[config.mk]
export PLATFORM = sky130hd
export DESIGN_NAME = udp_ipv4_frame_builder_flat
export DESIGN_NICKNAME = d
export VERILOG_FILES = /design/src/sv/uifb_pkg.sv /design/src/sv/uifb_if.sv /design/src/sv/uifb_payload_acc.sv /design/src/sv/uifb_csum_seq.sv /design/src/sv/udp_ipv4_frame_builder.sv /design/src/flat_wrapper.sv
export SDC_FILE = /design/constraint.sdc
export NUM_CORES = 1
export LEC_CHECK = 0
export BUFFER_PORTS_ARGS = -buffer_cell sky130_fd_sc_hd__buf_2
export CAP_MARGIN = 20
export CELL_PAD_IN_SITES_DETAIL_PLACEMENT = 2
export CELL_PAD_IN_SITES_GLOBAL_PLACEMENT = 2
export CORE_ASPECT_RATIO = 1.2
export CORE_UTILIZATION = 39
export DETAILED_ROUTE_END_ITERATION = 16
export PLACE_DENSITY = 0.9
export SETUP_SLACK_MARGIN = 0.4
export SLEW_MARGIN = 10
export SYNTH_ARGS = -nofsm -noshare
export SYNTH_HDL_FRONTEND = slang
export SYNTH_HIERARCHICAL = 1
export SYNTH_SLANG_ARGS = --single-unit
[constraint.sdc]
create_clock -name i_clk -period 14.6 [get_ports i_clk]
set_clock_uncertainty 0.15 [all_clocks]
set_input_delay 0.73 -clock i_clk [delete_from_list [all_inputs] [get_ports i_clk]]
set_output_delay 0.73 -clock i_clk [all_outputs]
set_load 0.005 [all_outputs]
[src/sv/uifb_pkg.sv]
// Package for the UDP/IPv4 frame builder: header constants, shared types and the
// ones-complement adder used by the payload accumulator and the checksum sequencer.
// No dependencies.
package uifb_pkg;

    // Frame layout and payload limit.
    localparam int unsigned MAX_PAYLOAD = 1472;
    localparam int unsigned HDR_LEN     = 42;
    localparam int unsigned UDP_HDR_LEN = 8;
    localparam int unsigned IP_HDR_LEN  = 20;

    // Fixed header field values.
    localparam logic [15:0] ETH_TYPE_IPV4 = 16'h0800;
    localparam logic [7:0]  IP_VER_IHL    = 8'h45;
    localparam logic [7:0]  IP_TTL        = 8'd64;
    localparam logic [7:0]  IP_PROTO_UDP  = 8'd17;

    // Header byte positions with a special meaning to the control logic.
    localparam logic [5:0] HDR_IDX_IP_CK_HI  = 6'd24;
    localparam logic [5:0] HDR_IDX_UDP_CK_HI = 6'd40;
    localparam logic [5:0] HDR_IDX_LAST      = 6'd41;

    // The checksum sequencer folds one word per step into each sum.
    localparam logic [3:0] CSUM_LAST_STEP = 4'd9;

    // Running payload state.
    typedef struct packed {
        logic [15:0] psum;
        logic [7:0]  held;
        logic        odd;
        logic [10:0] count;
    } t_acc_state;

    // Everything the header needs, captured on the last payload byte.
    typedef struct packed {
        logic [47:0] dst_mac;
        logic [47:0] src_mac;
        logic [31:0] src_ip;
        logic [31:0] dst_ip;
        logic [15:0] udp_sport;
        logic [15:0] udp_dport;
        logic [15:0] udp_len;
        logic [15:0] ip_len;
        logic [15:0] psum;
        logic [7:0]  held;
        logic        odd;
    } t_hdr_info;

    // Sixteen-bit ones-complement add with end-around carry.
    function automatic logic [15:0] oc_add(input logic [15:0] a, input logic [15:0] b);
        logic [16:0] s;
        s = {1'b0, a} + {1'b0, b};
        return s[15:0] + {15'b0, s[16]};
    endfunction

endpackage

[src/sv/uifb_if.sv]
// Valid/ready channel interfaces for the payload input and the frame byte output.
// No dependencies.
interface uifb_in_if;
    logic        valid;
    logic        ready;
    logic [7:0]  payload_byte;
    logic        last_byte;
    logic [31:0] src_ip;
    logic [31:0] dst_ip;
    logic [15:0] udp_sport;
    logic [15:0] udp_dport;
    logic [47:0] src_mac;
    logic [47:0] dst_mac;

    modport source (
        output valid, payload_byte, last_byte, src_ip, dst_ip,
               udp_sport, udp_dport, src_mac, dst_mac,
        input  ready
    );
    modport sink (
        input  valid, payload_byte, last_byte, src_ip, dst_ip,
               udp_sport, udp_dport, src_mac, dst_mac,
        output ready
    );
endinterface

interface uifb_out_if;
    logic        valid;
    logic        ready;
    logic [10:0] frame_offset;
    logic [7:0]  frame_byte;
    logic        frame_done;

    modport source (
        output valid, frame_offset, frame_byte, frame_done,
        input  ready
    );
    modport sink (
        input  valid, frame_offset, frame_byte, frame_done,
        output ready
    );
endinterface

[src/sv/uifb_payload_acc.sv]
// Payload accumulator: byte count, pending high byte and running ones-complement sum.
// Depends on uifb_pkg.
module uifb_payload_acc (
    input  logic                  i_clk,
    input  logic                  i_rst_n,
    input  logic                  i_take,
    input  logic                  i_last,
    input  logic [7:0]            i_byte,
    output logic                  o_keep,
    output logic [10:0]           o_offset,
    output uifb_pkg::t_acc_state  o_next
);

    uifb_pkg::t_acc_state r_acc;
    uifb_pkg::t_acc_state n_acc;

    // A byte is kept while the payload is below its maximum length.
    assign o_keep   = r_acc.count < 11'(uifb_pkg::MAX_PAYLOAD);
    assign o_offset = 11'(uifb_pkg::HDR_LEN) + r_acc.count;

    // Pair bytes into big-endian words and fold each completed word into the sum.
    always_comb begin
        n_acc = r_acc;
        if (o_keep) begin
            if (r_acc.odd) begin
                n_acc.psum = uifb_pkg::oc_add(r_acc.psum, {r_acc.held, i_byte});
                n_acc.held = 8'h00;
                n_acc.odd  = 1'b0;
            end else begin
                n_acc.held = i_byte;
                n_acc.odd  = 1'b1;
            end
            n_acc.count = r_acc.count + 11'd1;
        end
    end

    assign o_next = n_acc;

    // The state clears once the last byte of a datagram is transferred.
    always_ff @(posedge i_clk) begin
        if (!i_rst_n) begin
            r_acc <= '0;
        end else if (i_take) begin
            if (i_last) begin
                r_acc <= '0;
            end else begin
                r_acc <= n_acc;
            end
        end
    end

endmodule

[src/sv/uifb_csum_seq.sv]
// Checksum sequencer: builds the IPv4 header and UDP checksums one word per cycle.
// Depends on uifb_pkg.
module uifb_csum_seq (
    input  logic                 i_clk,
    input  logic                 i_rst_n,
    input  logic                 i_start,
    input  uifb_pkg::t_hdr_info  i_info,
    output logic                 o_done,
    output logic [15:0]          o_ip_ck,
    output logic [15:0]          o_udp_ck
);

    logic        r_busy;
    logic [3:0]  r_step;
    logic [15:0] r_ip_acc;
    logic [15:0] r_udp_acc;
    logic [15:0] ip_word;
    logic [15:0] udp_word;
    logic [15:0] udp_inv;

    // Word fed into each sum at the current step; a zero word leaves a sum as it is.
    always_comb begin
        case (r_step)
            4'd0:    ip_word = i_info.ip_len;
            4'd1:    ip_word = {uifb_pkg::IP_TTL, uifb_pkg::IP_PROTO_UDP};
            4'd2:    ip_word = i_info.src_ip[31:16];
            4'd3:    ip_word = i_info.src_ip[15:0];
            4'd4:    ip_word = i_info.dst_ip[31:16];
            4'd5:    ip_word = i_info.dst_ip[15:0];
            default: ip_word = 16'h0000;
        endcase
    end

    always_comb begin
        case (r_step)
            4'd0:    udp_word = i_info.odd ? {i_info.held, 8'h00} : 16'h0000;
            4'd1:    udp_word = i_info.src_ip[31:16];
            4'd2:    udp_word = i_info.src_ip[15:0];
            4'd3:    udp_word = i_info.dst_ip[31:16];
            4'd4:    udp_word = i_info.dst_ip[15:0];
            4'd5:    udp_word = {8'h00, uifb_pkg::IP_PROTO_UDP};
            4'd6:    udp_word = i_info.udp_len;
            4'd7:    udp_word = i_info.udp_sport;
            4'd8:    udp_word = i_info.udp_dport;
            4'd9:    udp_word = i_info.udp_len;
            default: udp_word = 16'h0000;
        endcase
    end

    // Step counter and the two running sums.
    always_ff @(posedge i_clk) begin
        if (!i_rst_n) begin
            r_busy <= 1'b0;
            r_step <= '0;
        end else if (i_start) begin
            r_busy <= 1'b1;
            r_step <= '0;
        end else if (r_busy) begin
            r_step <= r_step + 4'd1;
            if (r_step == uifb_pkg::CSUM_LAST_STEP) begin
                r_busy <= 1'b0;
            end
        end
    end

    always_ff @(posedge i_clk) begin
        if (i_start) begin
            r_ip_acc  <= {uifb_pkg::IP_VER_IHL, 8'h00};
            r_udp_acc <= i_info.psum;
        end else if (r_busy) begin
            r_ip_acc  <= uifb_pkg::oc_add(r_ip_acc, ip_word);
            r_udp_acc <= uifb_pkg::oc_add(r_udp_acc, udp_word);
        end
    end

    // A UDP checksum that comes out as zero is sent as all ones.
    assign udp_inv  = ~r_udp_acc;
    assign o_ip_ck  = ~r_ip_acc;
    assign o_udp_ck = (udp_inv == 16'h0000) ? 16'hFFFF : udp_inv;
    assign o_done   = !r_busy && !i_start;

endmodule

[src/sv/udp_ipv4_frame_builder.sv]
// UDP/IPv4/Ethernet frame builder. A kept payload byte appears at the output in the cycle after
// its transfer. Throughput: one payload byte per cycle while the output accepts; after the last
// byte the 42 header bytes follow at one per cycle, likewise held by back-pressure, and no input
// is taken until the final header byte is loaded. The checksum sequencer runs hidden behind the
// first header bytes. Reset is synchronous, active low,
// and clears the payload state, the control state and the output valid.
module udp_ipv4_frame_builder (
    input  logic              i_clk,
    input  logic              i_rst_n,
    uifb_in_if.sink           i_in,
    uifb_out_if.source        o_out
);

    typedef enum logic [1:0] {
        ST_IDLE = 2'b01,
        ST_HDR  = 2'b10
    } t_state;

    t_state               r_state;
    t_state               n_state;
    logic [5:0]           r_hdr_idx;
    logic [5:0]           n_hdr_idx;
    logic                 r_out_valid;
    logic                 n_out_valid;
    logic [10:0]          r_out_offset;
    logic [10:0]          n_out_offset;
    logic [7:0]           r_out_byte;
    logic [7:0]           n_out_byte;
    logic                 r_out_done;
    logic                 n_out_done;
    logic                 r_csum_start;
    uifb_pkg::t_hdr_info  r_info;

    logic                 out_free;
    logic                 take;
    logic                 keep;
    logic [10:0]          pay_offset;
    uifb_pkg::t_acc_state acc_next;
    logic                 csum_done;
    logic [15:0]          ip_ck;
    logic [15:0]          udp_ck;
    logic [7:0]           hdr_byte;

    // Input is taken while no header is in flight and the output register can move.
    assign out_free   = !r_out_valid || o_out.ready;
    assign i_in.ready = (r_state == ST_IDLE) && out_free;
    assign take       = i_in.valid && i_in.ready;

    uifb_payload_acc u_acc (
        .i_clk    (i_clk),
        .i_rst_n  (i_rst_n),
        .i_take   (take),
        .i_last   (i_in.last_byte),
        .i_byte   (i_in.payload_byte),
        .o_keep   (keep),
        .o_offset (pay_offset),
        .o_next   (acc_next)
    );

    // Capture addresses, lengths and the final payload sum on the last byte.
    always_ff @(posedge i_clk) begin
        if (take && i_in.last_byte) begin
            r_info.dst_mac   <= i_in.dst_mac;
            r_info.src_mac   <= i_in.src_mac;
            r_info.src_ip    <= i_in.src_ip;
            r_info.dst_ip    <= i_in.dst_ip;
            r_info.udp_sport <= i_in.udp_sport;
            r_info.udp_dport <= i_in.udp_dport;
            r_info.udp_len   <= 16'(uifb_pkg::UDP_HDR_LEN) + {5'b0, acc_next.count};
            r_info.ip_len    <= 16'(uifb_pkg::IP_HDR_LEN + uifb_pkg::UDP_HDR_LEN)
                                + {5'b0, acc_next.count};
            r_info.psum      <= acc_next.psum;
            r_info.held      <= acc_next.held;
            r_info.odd       <= acc_next.odd;
        end
    end

    uifb_csum_seq u_csum (
        .i_clk    (i_clk),
        .i_rst_n  (i_rst_n),
        .i_start  (r_csum_start),
        .i_info   (r_info),
        .o_done   (csum_done),
        .o_ip_ck  (ip_ck),
        .o_udp_ck (udp_ck)
    );

    // Header byte for the current header position, most significant byte first.
    always_comb begin
        case (r_hdr_idx)
            6'd0:    hdr_byte = r_info.dst_mac[47:40];
            6'd1:    hdr_byte = r_info.dst_mac[39:32];
            6'd2:    hdr_byte = r_info.dst_mac[31:24];
            6'd3:    hdr_byte = r_info.dst_mac[23:16];
            6'd4:    hdr_byte = r_info.dst_mac[15:8];
            6'd5:    hdr_byte = r_info.dst_mac[7:0];
            6'd6:    hdr_byte = r_info.src_mac[47:40];
            6'd7:    hdr_byte = r_info.src_mac[39:32];
            6'd8:    hdr_byte = r_info.src_mac[31:24];
            6'd9:    hdr_byte = r_info.src_mac[23:16];
            6'd10:   hdr_byte = r_info.src_mac[15:8];
            6'd11:   hdr_byte = r_info.src_mac[7:0];
            6'd12:   hdr_byte = uifb_pkg::ETH_TYPE_IPV4[15:8];
            6'd13:   hdr_byte = uifb_pkg::ETH_TYPE_IPV4[7:0];
            6'd14:   hdr_byte = uifb_pkg::IP_VER_IHL;
            6'd16:   hdr_byte = r_info.ip_len[15:8];
            6'd17:   hdr_byte = r_info.ip_len[7:0];
            6'd22:   hdr_byte = uifb_pkg::IP_TTL;
            6'd23:   hdr_byte = uifb_pkg::IP_PROTO_UDP;
            6'd24:   hdr_byte = ip_ck[15:8];
            6'd25:   hdr_byte = ip_ck[7:0];
            6'd26:   hdr_byte = r_info.src_ip[31:24];
            6'd27:   hdr_byte = r_info.src_ip[23:16];
            6'd28:   hdr_byte = r_info.src_ip[15:8];
            6'd29:   hdr_byte = r_info.src_ip[7:0];
            6'd30:   hdr_byte = r_info.dst_ip[31:24];
            6'd31:   hdr_byte = r_info.dst_ip[23:16];
            6'd32:   hdr_byte = r_info.dst_ip[15:8];
            6'd33:   hdr_byte = r_info.dst_ip[7:0];
            6'd34:   hdr_byte = r_info.udp_sport[15:8];
            6'd35:   hdr_byte = r_info.udp_sport[7:0];
            6'd36:   hdr_byte = r_info.udp_dport[15:8];
            6'd37:   hdr_byte = r_info.udp_dport[7:0];
            6'd38:   hdr_byte = r_info.udp_len[15:8];
            6'd39:   hdr_byte = r_info.udp_len[7:0];
            6'd40:   hdr_byte = udp_ck[15:8];
            6'd41:   hdr_byte = udp_ck[7:0];
            default: hdr_byte = 8'h00;
        endcase
    end

    // Output register and header sequencing.
    always_comb begin
        n_state      = r_state;
        n_hdr_idx    = r_hdr_idx;
        n_out_valid  = r_out_valid && !o_out.ready;
        n_out_offset = r_out_offset;
        n_out_byte   = r_out_byte;
        n_out_done   = r_out_done;
        case (r_state)
            ST_IDLE: begin
                if (take) begin
                    if (keep) begin
                        n_out_valid  = 1'b1;
                        n_out_offset = pay_offset;
                        n_out_byte   = i_in.payload_byte;
                        n_out_done   = 1'b0;
                    end
                    if (i_in.last_byte) begin
                        n_state   = ST_HDR;
                        n_hdr_idx = '0;
                    end
                end
            end
            ST_HDR: begin
                if (out_free) begin
                    n_out_valid  = 1'b1;
                    n_out_offset = {5'b0, r_hdr_idx};
                    n_out_byte   = hdr_byte;
                    n_out_done   = (r_hdr_idx == uifb_pkg::HDR_IDX_LAST);
                    n_hdr_idx    = r_hdr_idx + 6'd1;
                    if (r_hdr_idx == uifb_pkg::HDR_IDX_LAST) begin
                        n_state = ST_IDLE;
                    end
                end
            end
            default: begin
                n_state = ST_IDLE;
            end
        endcase
    end

    always_ff @(posedge i_clk) begin
        if (!i_rst_n) begin
            r_state      <= ST_IDLE;
            r_hdr_idx    <= '0;
            r_out_valid  <= 1'b0;
            r_csum_start <= 1'b0;
        end else begin
            r_state      <= n_state;
            r_hdr_idx    <= n_hdr_idx;
            r_out_valid  <= n_out_valid;
            r_csum_start <= take && i_in.last_byte;
        end
    end

    always_ff @(posedge i_clk) begin
        r_out_offset <= n_out_offset;
        r_out_byte   <= n_out_byte;
        r_out_done   <= n_out_done;
    end

    assign o_out.valid        = r_out_valid;
    assign o_out.frame_offset = r_out_offset;
    assign o_out.frame_byte   = r_out_byte;
    assign o_out.frame_done   = r_out_done;

    // The checksums must be final before their header bytes are loaded.
    a_ip_ck_ready: assert property (@(posedge i_clk) disable iff (!i_rst_n)
        (r_state == ST_HDR && out_free && r_hdr_idx == uifb_pkg::HDR_IDX_IP_CK_HI)
        |-> csum_done)
        else $error("IP checksum byte loaded before the checksum was final");

    a_udp_ck_ready: assert property (@(posedge i_clk) disable iff (!i_rst_n)
        (r_state == ST_HDR && out_free && r_hdr_idx == uifb_pkg::HDR_IDX_UDP_CK_HI)
        |-> csum_done)
        else $error("UDP checksum byte loaded before the checksum was final");

    // A last byte starts the header at its first position.
    a_hdr_start: assert property (@(posedge i_clk) disable iff (!i_rst_n)
        (take && i_in.last_byte) |=> (r_state == ST_HDR && r_hdr_idx == 6'd0))
        else $error("Header burst did not start after the last payload byte");

    // The frame-complete flag only appears on the final header byte.
    a_done_offset: assert property (@(posedge i_clk) disable iff (!i_rst_n)
        (o_out.valid && o_out.frame_done)
        |-> (o_out.frame_offset == {5'b0, uifb_pkg::HDR_IDX_LAST}))
        else $error("Frame done flagged away from the final header byte");

endmodule
[src/flat_wrapper.sv]
// flat-port wrapper written by rule: the top's interface ports become plain ports
module udp_ipv4_frame_builder_flat 
  (i_clk, i_rst_n, i_in_valid, i_in_payload_byte, i_in_last_byte, i_in_src_ip, i_in_dst_ip, i_in_udp_sport, i_in_udp_dport, i_in_src_mac, i_in_dst_mac, i_in_ready, o_out_valid, o_out_frame_offset, o_out_frame_byte, o_out_frame_done, o_out_ready);
  uifb_in_if i_in_i ();
  uifb_out_if o_out_i ();
  input  logic i_clk;
  input  logic i_rst_n;
  input wire logic [$bits(i_in_i.valid)-1:0] i_in_valid;
  input wire logic [$bits(i_in_i.payload_byte)-1:0] i_in_payload_byte;
  input wire logic [$bits(i_in_i.last_byte)-1:0] i_in_last_byte;
  input wire logic [$bits(i_in_i.src_ip)-1:0] i_in_src_ip;
  input wire logic [$bits(i_in_i.dst_ip)-1:0] i_in_dst_ip;
  input wire logic [$bits(i_in_i.udp_sport)-1:0] i_in_udp_sport;
  input wire logic [$bits(i_in_i.udp_dport)-1:0] i_in_udp_dport;
  input wire logic [$bits(i_in_i.src_mac)-1:0] i_in_src_mac;
  input wire logic [$bits(i_in_i.dst_mac)-1:0] i_in_dst_mac;
  output wire logic [$bits(i_in_i.ready)-1:0] i_in_ready;
  output wire logic [$bits(o_out_i.valid)-1:0] o_out_valid;
  output wire logic [$bits(o_out_i.frame_offset)-1:0] o_out_frame_offset;
  output wire logic [$bits(o_out_i.frame_byte)-1:0] o_out_frame_byte;
  output wire logic [$bits(o_out_i.frame_done)-1:0] o_out_frame_done;
  input wire logic [$bits(o_out_i.ready)-1:0] o_out_ready;
  assign i_in_i.valid = i_in_valid;
  assign i_in_i.payload_byte = i_in_payload_byte;
  assign i_in_i.last_byte = i_in_last_byte;
  assign i_in_i.src_ip = i_in_src_ip;
  assign i_in_i.dst_ip = i_in_dst_ip;
  assign i_in_i.udp_sport = i_in_udp_sport;
  assign i_in_i.udp_dport = i_in_udp_dport;
  assign i_in_i.src_mac = i_in_src_mac;
  assign i_in_i.dst_mac = i_in_dst_mac;
  assign i_in_ready = i_in_i.ready;
  assign o_out_valid = o_out_i.valid;
  assign o_out_frame_offset = o_out_i.frame_offset;
  assign o_out_frame_byte = o_out_i.frame_byte;
  assign o_out_frame_done = o_out_i.frame_done;
  assign o_out_i.ready = o_out_ready;
  udp_ipv4_frame_builder u_core (.i_clk(i_clk), .i_rst_n(i_rst_n), .i_in(i_in_i), .o_out(o_out_i));
endmodule
Word-level counts from Yosys, hierarchy flattened
Cells that the tools add are included.
Word-level totals
  bits in registers: 352
  input bits: 205
  output and inout bits: 22
  logic and storage cells: 149
Operators by class
  add/sub/neg operators: 12
  magnitude comparators: 1
  eq/ne operators: 51
  muxes and demuxes: 39
  bitwise gates (word level): 3
  reductions and logical operators: 17
Operator list (number)
  $pmux W8 S36: 1
  $pmux W16 S9: 1
  $pmux W16 S6: 1
  $mux W16: 5
  $eq A6 B5 Y1 const B: 12
  $mux W36: 2
  $eq A6 B6 Y1 const B: 10
  $add A16 B16 Y17: 3
  $add A16 B1 Y16: 3
  $eq A6 B4 Y1 const B: 6
  $mux W11: 3
  $not A16 Y16: 2
  $eq A6 B3 Y1 const B: 4
  $mux W8: 3
  $pmux W11 S2: 1
  $mux W6: 3
  $eq A4 B3 Y1 const B: 4
  $logic_not A16 Y1: 1
  $pmux W8 S2: 1
  $add A4 B11 Y12 const A: 1
  $add A5 B11 Y12 const A: 1
  $eq A6 B2 Y1 const B: 2
  $pmux W6 S2: 1
  $reduce_and A4 Y1: 3
  26 further kinds: 49

Depth between registers and ports, before layout
  depth after elaboration: 7
  gate-level depth with buffers: 24
  gate-level depth less buffers: 23

By module
Netlist, hierarchy kept.
Modules (own cells, without submodules)
  udp_ipv4_frame_builder: instances 1, cells each 736, area each 11187.0 sq um, sequential area each 7977.7 sq um
  uifb_csum_seq: instances 1, cells each 654, area each 5017.3 sq um, sequential area each 900.9 sq um
  uifb_payload_acc: instances 1, cells each 422, area each 3196.8 sq um, sequential area each 720.7 sq um

Least setup slack after synthesis
No wires, ideal clock.
  path kind: input to register
  start: in o_out_ready
  end: reg u_core/r_info[0] (netlist name), enable pin
  setup time: 0.842 ns
  arrival time: 11.118 ns
  data required time: 13.608 ns
  path slack: 2.490 ns
  stages: 4
  buffers on the path: 0
  cell sequence: nand2b_1 -> and3_1 -> inv_1 -> nor2_1
Between the ends
  cells in the longest elaborated chain, start to end: 4
RTL lines
  start: declaration: line flat_wrapper.sv:22  | input wire logic [$bits(o_out_i.ready)-1:0] o_out_ready;
  $logic_or A1 B1 Y1: line udp_ipv4_frame_builder.sv:45  | assign out_free = !r_out_valid || o_out.ready;
  $logic_and A1 B1 Y1: line udp_ipv4_frame_builder.sv:46  | assign i_in.ready = (r_state == ST_IDLE) && out_free;
  $logic_and A1 B1 Y1: line udp_ipv4_frame_builder.sv:47  | assign take = i_in.valid && i_in.ready;
  named net u_core.take: line udp_ipv4_frame_builder.sv:35  | logic take;
  $logic_and A1 B1 Y1: line udp_ipv4_frame_builder.sv:62  | if (take && i_in.last_byte) begin
  end: declaration: line udp_ipv4_frame_builder.sv:32  | uifb_pkg::t_hdr_info r_info;
The timed path passes the listed nets, and every way through them passes these cells.
A chain may end at the register's enable or synchronous reset.

Final worst setup path
  start: reg u_core.u_csum.r_step[1]
  end: reg u_core.u_csum.r_udp_acc[13], data pin
Between the ends
  cells in the longest elaborated chain, start to end: 7
  elaborated cells between the ends (all ways): 16
  classes of those cells: add/sub (2); eq/ne (9); mux (3); reduce/logical (2)
RTL lines
  start: declaration: line uifb_csum_seq.sv:14  | logic [3:0] r_step;
  start signal: assignment: line uifb_csum_seq.sv:59  | r_step <= r_step + 4'd1;
  $eq A4 B4 Y1 / $eq A4 B3 Y1 (equally long branches): line uifb_csum_seq.sv:35  | case (r_step)
  $reduce_or A2 Y1 (no line)
  $pmux W16 S9 *: line uifb_csum_seq.sv:35
  $add A16 B16 Y17 *: line uifb_pkg.sv:52  | s = {1'b0, a} + {1'b0, b};
  $add A16 B1 Y16 *: line uifb_pkg.sv:53  | return s[15:0] + {15'b0, s[16]};
  $mux W16 *: line uifb_csum_seq.sv:70  | end else if (r_busy) begin
  $mux W16 *: line uifb_csum_seq.sv:67  | if (i_start) begin
  end signal: assignment: line uifb_csum_seq.sv:69  | r_udp_acc <= i_info.psum;
  end signal: assignment: line uifb_csum_seq.sv:72  | r_udp_acc <= uifb_pkg::oc_add(r_udp_acc, udp_word);
  end: declaration: line uifb_csum_seq.sv:16  | logic [15:0] r_udp_acc;
Mark *: on every way between the ends. The rest lies on a longest branch, timed or not. The select of a mux whose other input is x is not followed.

==> summary.md <==
| Metric | Value |
|---|---|
| Status | `finished clean` |
| Total vias in the final route | `between 15,000 and 20,000` |
| CTS clock-pin slew for the worst setup and hold paths | `around 0.07 ns` |
| Worst IR Drop VDD | `a little under 0.1 mV` |
| Pins Over Slew Limit | `0` |
| Master cell of the clock root buffer | `clkbuf_16` |
| Global-route wire length before repair | `between 100,000 and 150,000 um` |
| H-tree Lvls | `2` |
| Core outline area | `49,100 um2` |
| Largest net degree at the start of global routing | `83` |
| Row Count | `between 80 and 90` |
| Post-route DRC violation count | `0` |
| Maximum frequency from static timing analysis | `168 MHz` |
| Reg-to-reg startpoint | `u_core/u_csum/r_step[1]$_SDFFE_PP0P_` |
| Area growth syn-to-layout | `15.0%` |
| CP peak stage delay | `~0.48 ns` |
| Critical path cell sequence | `inv_1 > ha_1 > nand3b_1 > nand2_1 > a222oi_1 > nand4_1 > ha_1 > fa_1 > a21oi_2 > o21ai_1 > a21oi_2 > o211ai_1 > a21o_1 > a21o_1 > a21oi_1 > o21bai_1 > ha_1 > and3_1 > nor3b_1 > and3_1 > and3_1 > o31a_1` |
| Total global routing overflow | `0` |
| Cells on Worst Hold Path | `1` |
| Clock Path Buffers | `3` |
| Number of iterations in the first detailed-routing pass | `7` |
| Top-level I/O count | `between 200 and 250` |
| Worst path top cell family by delay | `compound AO/OA/AOI/OAI gates` |
| Final Cycle Share | `40.8%` |
| Final hold viol count | `0` |
| Post-cts sizing count | `0` |
| Global-route usage over all layers | `between 30% and 40%` |
| Hold buffer count at cts | `0` |
| Number of global-route vias before repair | `19,100` |
| # setup viols final | `0` |
| Input/output buffers | `roughly 230` |
| Min-Delay Startpoint | `i_in_src_ip[2]` |
| Endpoint, Worst Hold | `u_core/r_info[123]$_DFFE_PP_` |
| Kind of capture point of the worst setup path | `flop` |
| Net total in the final layout | `2,274` |
| Effective utilization at floorplan | `between 30% and 40%` |
| Unrepaired setup endpoints after global routing | `no` |
| Synth Warn # | `6` |
| Clock sink count | `between 300 and 400` |
| Maximum fanout along the worst path | `16` |
| Die width | `about 200 um` |
| Layout cells sized above 1 | `a little under a fifth` |
| Synthesized cell area | `just under 20,000 um2` |
| HPWL after detailed placement | `approximately 69,000 um` |
| Hold Path Class | `in -> reg` |
| Crit path buffers/inverters | `1` |
| Clk_lat worst skew | `between 0.5 and 0.6 ns` |
| Critical path startpoint category | `flop` |
| Cell area power density | `about 140 nW/um2` |
| Average via count per standard cell | `just under 7` |
| Synthesized instance count | `approximately 1,800` |
| Number of max-cap violations | `0` |
| Critical Path AT | `6.11 ns` |
| Gp weighted congestion | `about 0.95` |
| Number of fill cells in the layout | `a little over 5,000` |
| Multi-input logic area | `about 9100 um2` |
| TNS Setup | `0 ns` |
| Setup slack, reg-to-reg | `8.64 ns` |
| Worst Setup Path Type | `reg -> reg` |
| Final core area utilization | `a little under half` |
| Remaining antenna violation count after routing | `0` |
| Required arrival time at the worst endpoint | `14.75 ns` |
| Initial antenna violation count | `7` |
| CTS tree | `built` |
| Final-layout worst hold slack | `around 0.18 ns` |
| Area of all sequential standard cells | `about 9600 um2` |
| Inserted Clock Buffers | `39` |
| Avg Cell Area, Syn | `roughly 11 um2` |
| Worst flop-to-flop path endpoint | `u_core/u_csum/r_udp_acc[13]$_DFFE_PN_` |
| R2R depth | `22` |
| Final worst path period need | `5.96 ns` |
| Wirelength, routed | `between 90,000 and 100,000 um` |
| Least-Margin Pin Slew | `~1.2 ns` |
| Initial DRC count | `2,432` |
| Post-CTS setup buffer count | `0` |
| Slowest cell on crit path | `a222oi_1` |
| Static Leakage | `approximately 8.5 nW` |
| DIE AREA | `~51,000 um2` |
| Height of the die | `~250 um` |
| Wire length per cell after detailed routing | `between 30 and 40 um` |
| Worst rel slew slack | `20.7%` |
==> cell type report <==
class                           instances  area share, %
Sequential cell                       342           43.0
Multi-Input combinational cell       1298           40.8
Timing Repair Buffer                  256           6.18
Clock buffer                           55           4.87
Tap cell                              637           3.57
Inverter                               59          0.993
Clock inverter                         15          0.527
Antenna cell                            3         0.0337
==> how the worst max path moves through the flow <==
stage / from / to / slack (ns) / cells after the start
6_report: u_core/u_csum/r_step[1]$_SDFFE_PP0P_ / u_core/u_csum/r_udp_acc[13]$_DFFE_PN_ / 8.64 / 22
5_1_grt: u_core/u_csum/r_step[1]$_SDFFE_PP0P_ / u_core/u_csum/r_udp_acc[13]$_DFFE_PN_ / 8.44 / 22
4_1_cts: u_core/u_csum/r_step[1]$_SDFFE_PP0P_ / u_core/u_csum/r_udp_acc[13]$_DFFE_PN_ / 8.77 / 22
3_5_place_dp: u_core/u_csum/r_step[1]$_SDFFE_PP0P_ / u_core/u_csum/r_udp_acc[13]$_DFFE_PN_ / 8.83 / 22
3_3_place_gp: u_core/u_csum/r_step[1]$_SDFFE_PP0P_ / u_core/u_csum/r_udp_acc[13]$_DFFE_PN_ / 9.07 / 22
2_1_floorplan: o_out_ready / u_core/r_info[0]$_DFFE_PP_ / 2.49 / 4
==> worst register-to-register path, cell delays in order, from the launching register on <==
cell	delay, ns
dfxtp_1	0.43
inv_1	0.11
ha_1	0.23
nand3b_1	0.13
nand2_1	0.47
a222oi_1	0.49
nand4_1	0.25
ha_1	0.30
fa_1	0.43
a21oi_2	0.19
o21ai_1	0.11
a21oi_2	0.28
o211ai_1	0.23
a21o_1	0.20
a21o_1	0.16
a21oi_1	0.14
o21bai_1	0.08
ha_1	0.22
and3_1	0.21
nor3b_1	0.18
and3_1	0.27
and3_1	0.20
o31a_1	0.24
==> metal layers <==
layer	up-vias	wire [um]	track usage, %
li1	7375	-	-
met1	9156	34400	42.9
met2	1138	45200	61.9
met3	383	7880	8.02
met4	6	7340	23.1
met5	-	33	0
==> cells in the final DEF (no fill, tap or decap), drive strengths merged, types with 14 or more instances in the layout <==
cell,n
edfxtp,275
buf,254
nand2,156
a22oi,109
nor2,79
nand3,70
ha,70
dfxtp,67
inv,61
o21ai,59
a21oi,57
clkbuf,57
nand4,51
xnor2,48
nor2b,48
and3,45
and2,43
a32oi,34
xor2,34
nor3,30
a222oi,29
a211oi,22
a21o,21
o211ai,19
nand2b,15
a22o,14
a31oi,14
nor4,14
==> power breakdown <==
part | switching [mW] | internal (mW)
clock network | 0.437 | 0.540
registers | 0.0953 | 1.17
logic | 0.528 | 0.283
total | 1.06 | 1.99
==> flip-flops by register name, indices dropped and copies added (netlist names) <==
name and count:
u_core/o_out.frame_done 1, u_core/r_info 239, u_core/o_out.frame_offset 11, u_core/u_csum/r_step 4
u_core/u_csum/r_busy 1, u_core/o_out.frame_byte 8, u_core/r_csum_start 1, u_core/o_out.valid 1
u_core/u_acc/r_acc 36, u_core/r_state 2, u_core/u_csum/r_udp_acc 16, u_core/u_csum/r_ip_acc 16
u_core/r_hdr_idx 6
==> through the flow <==
stage | instance area, um2 | cells | worst slack [ns] | total power, mW
6_report | 22300 | 2665 | 8.64 | 3.05
4_1_cts | 22200 | 2658 | 8.77 | 3.03
3_3_place_gp | 21000 | 2587 | 9.07 | 1.97
3_5_place_dp | 21000 | 2588 | 8.83 | 2.04
5_1_grt | 22300 | 2663 | 8.44 | 3.14
2_1_floorplan | 19400 | 1818 | 2.49 | 1.76
(Power assumes the default switching activity.)
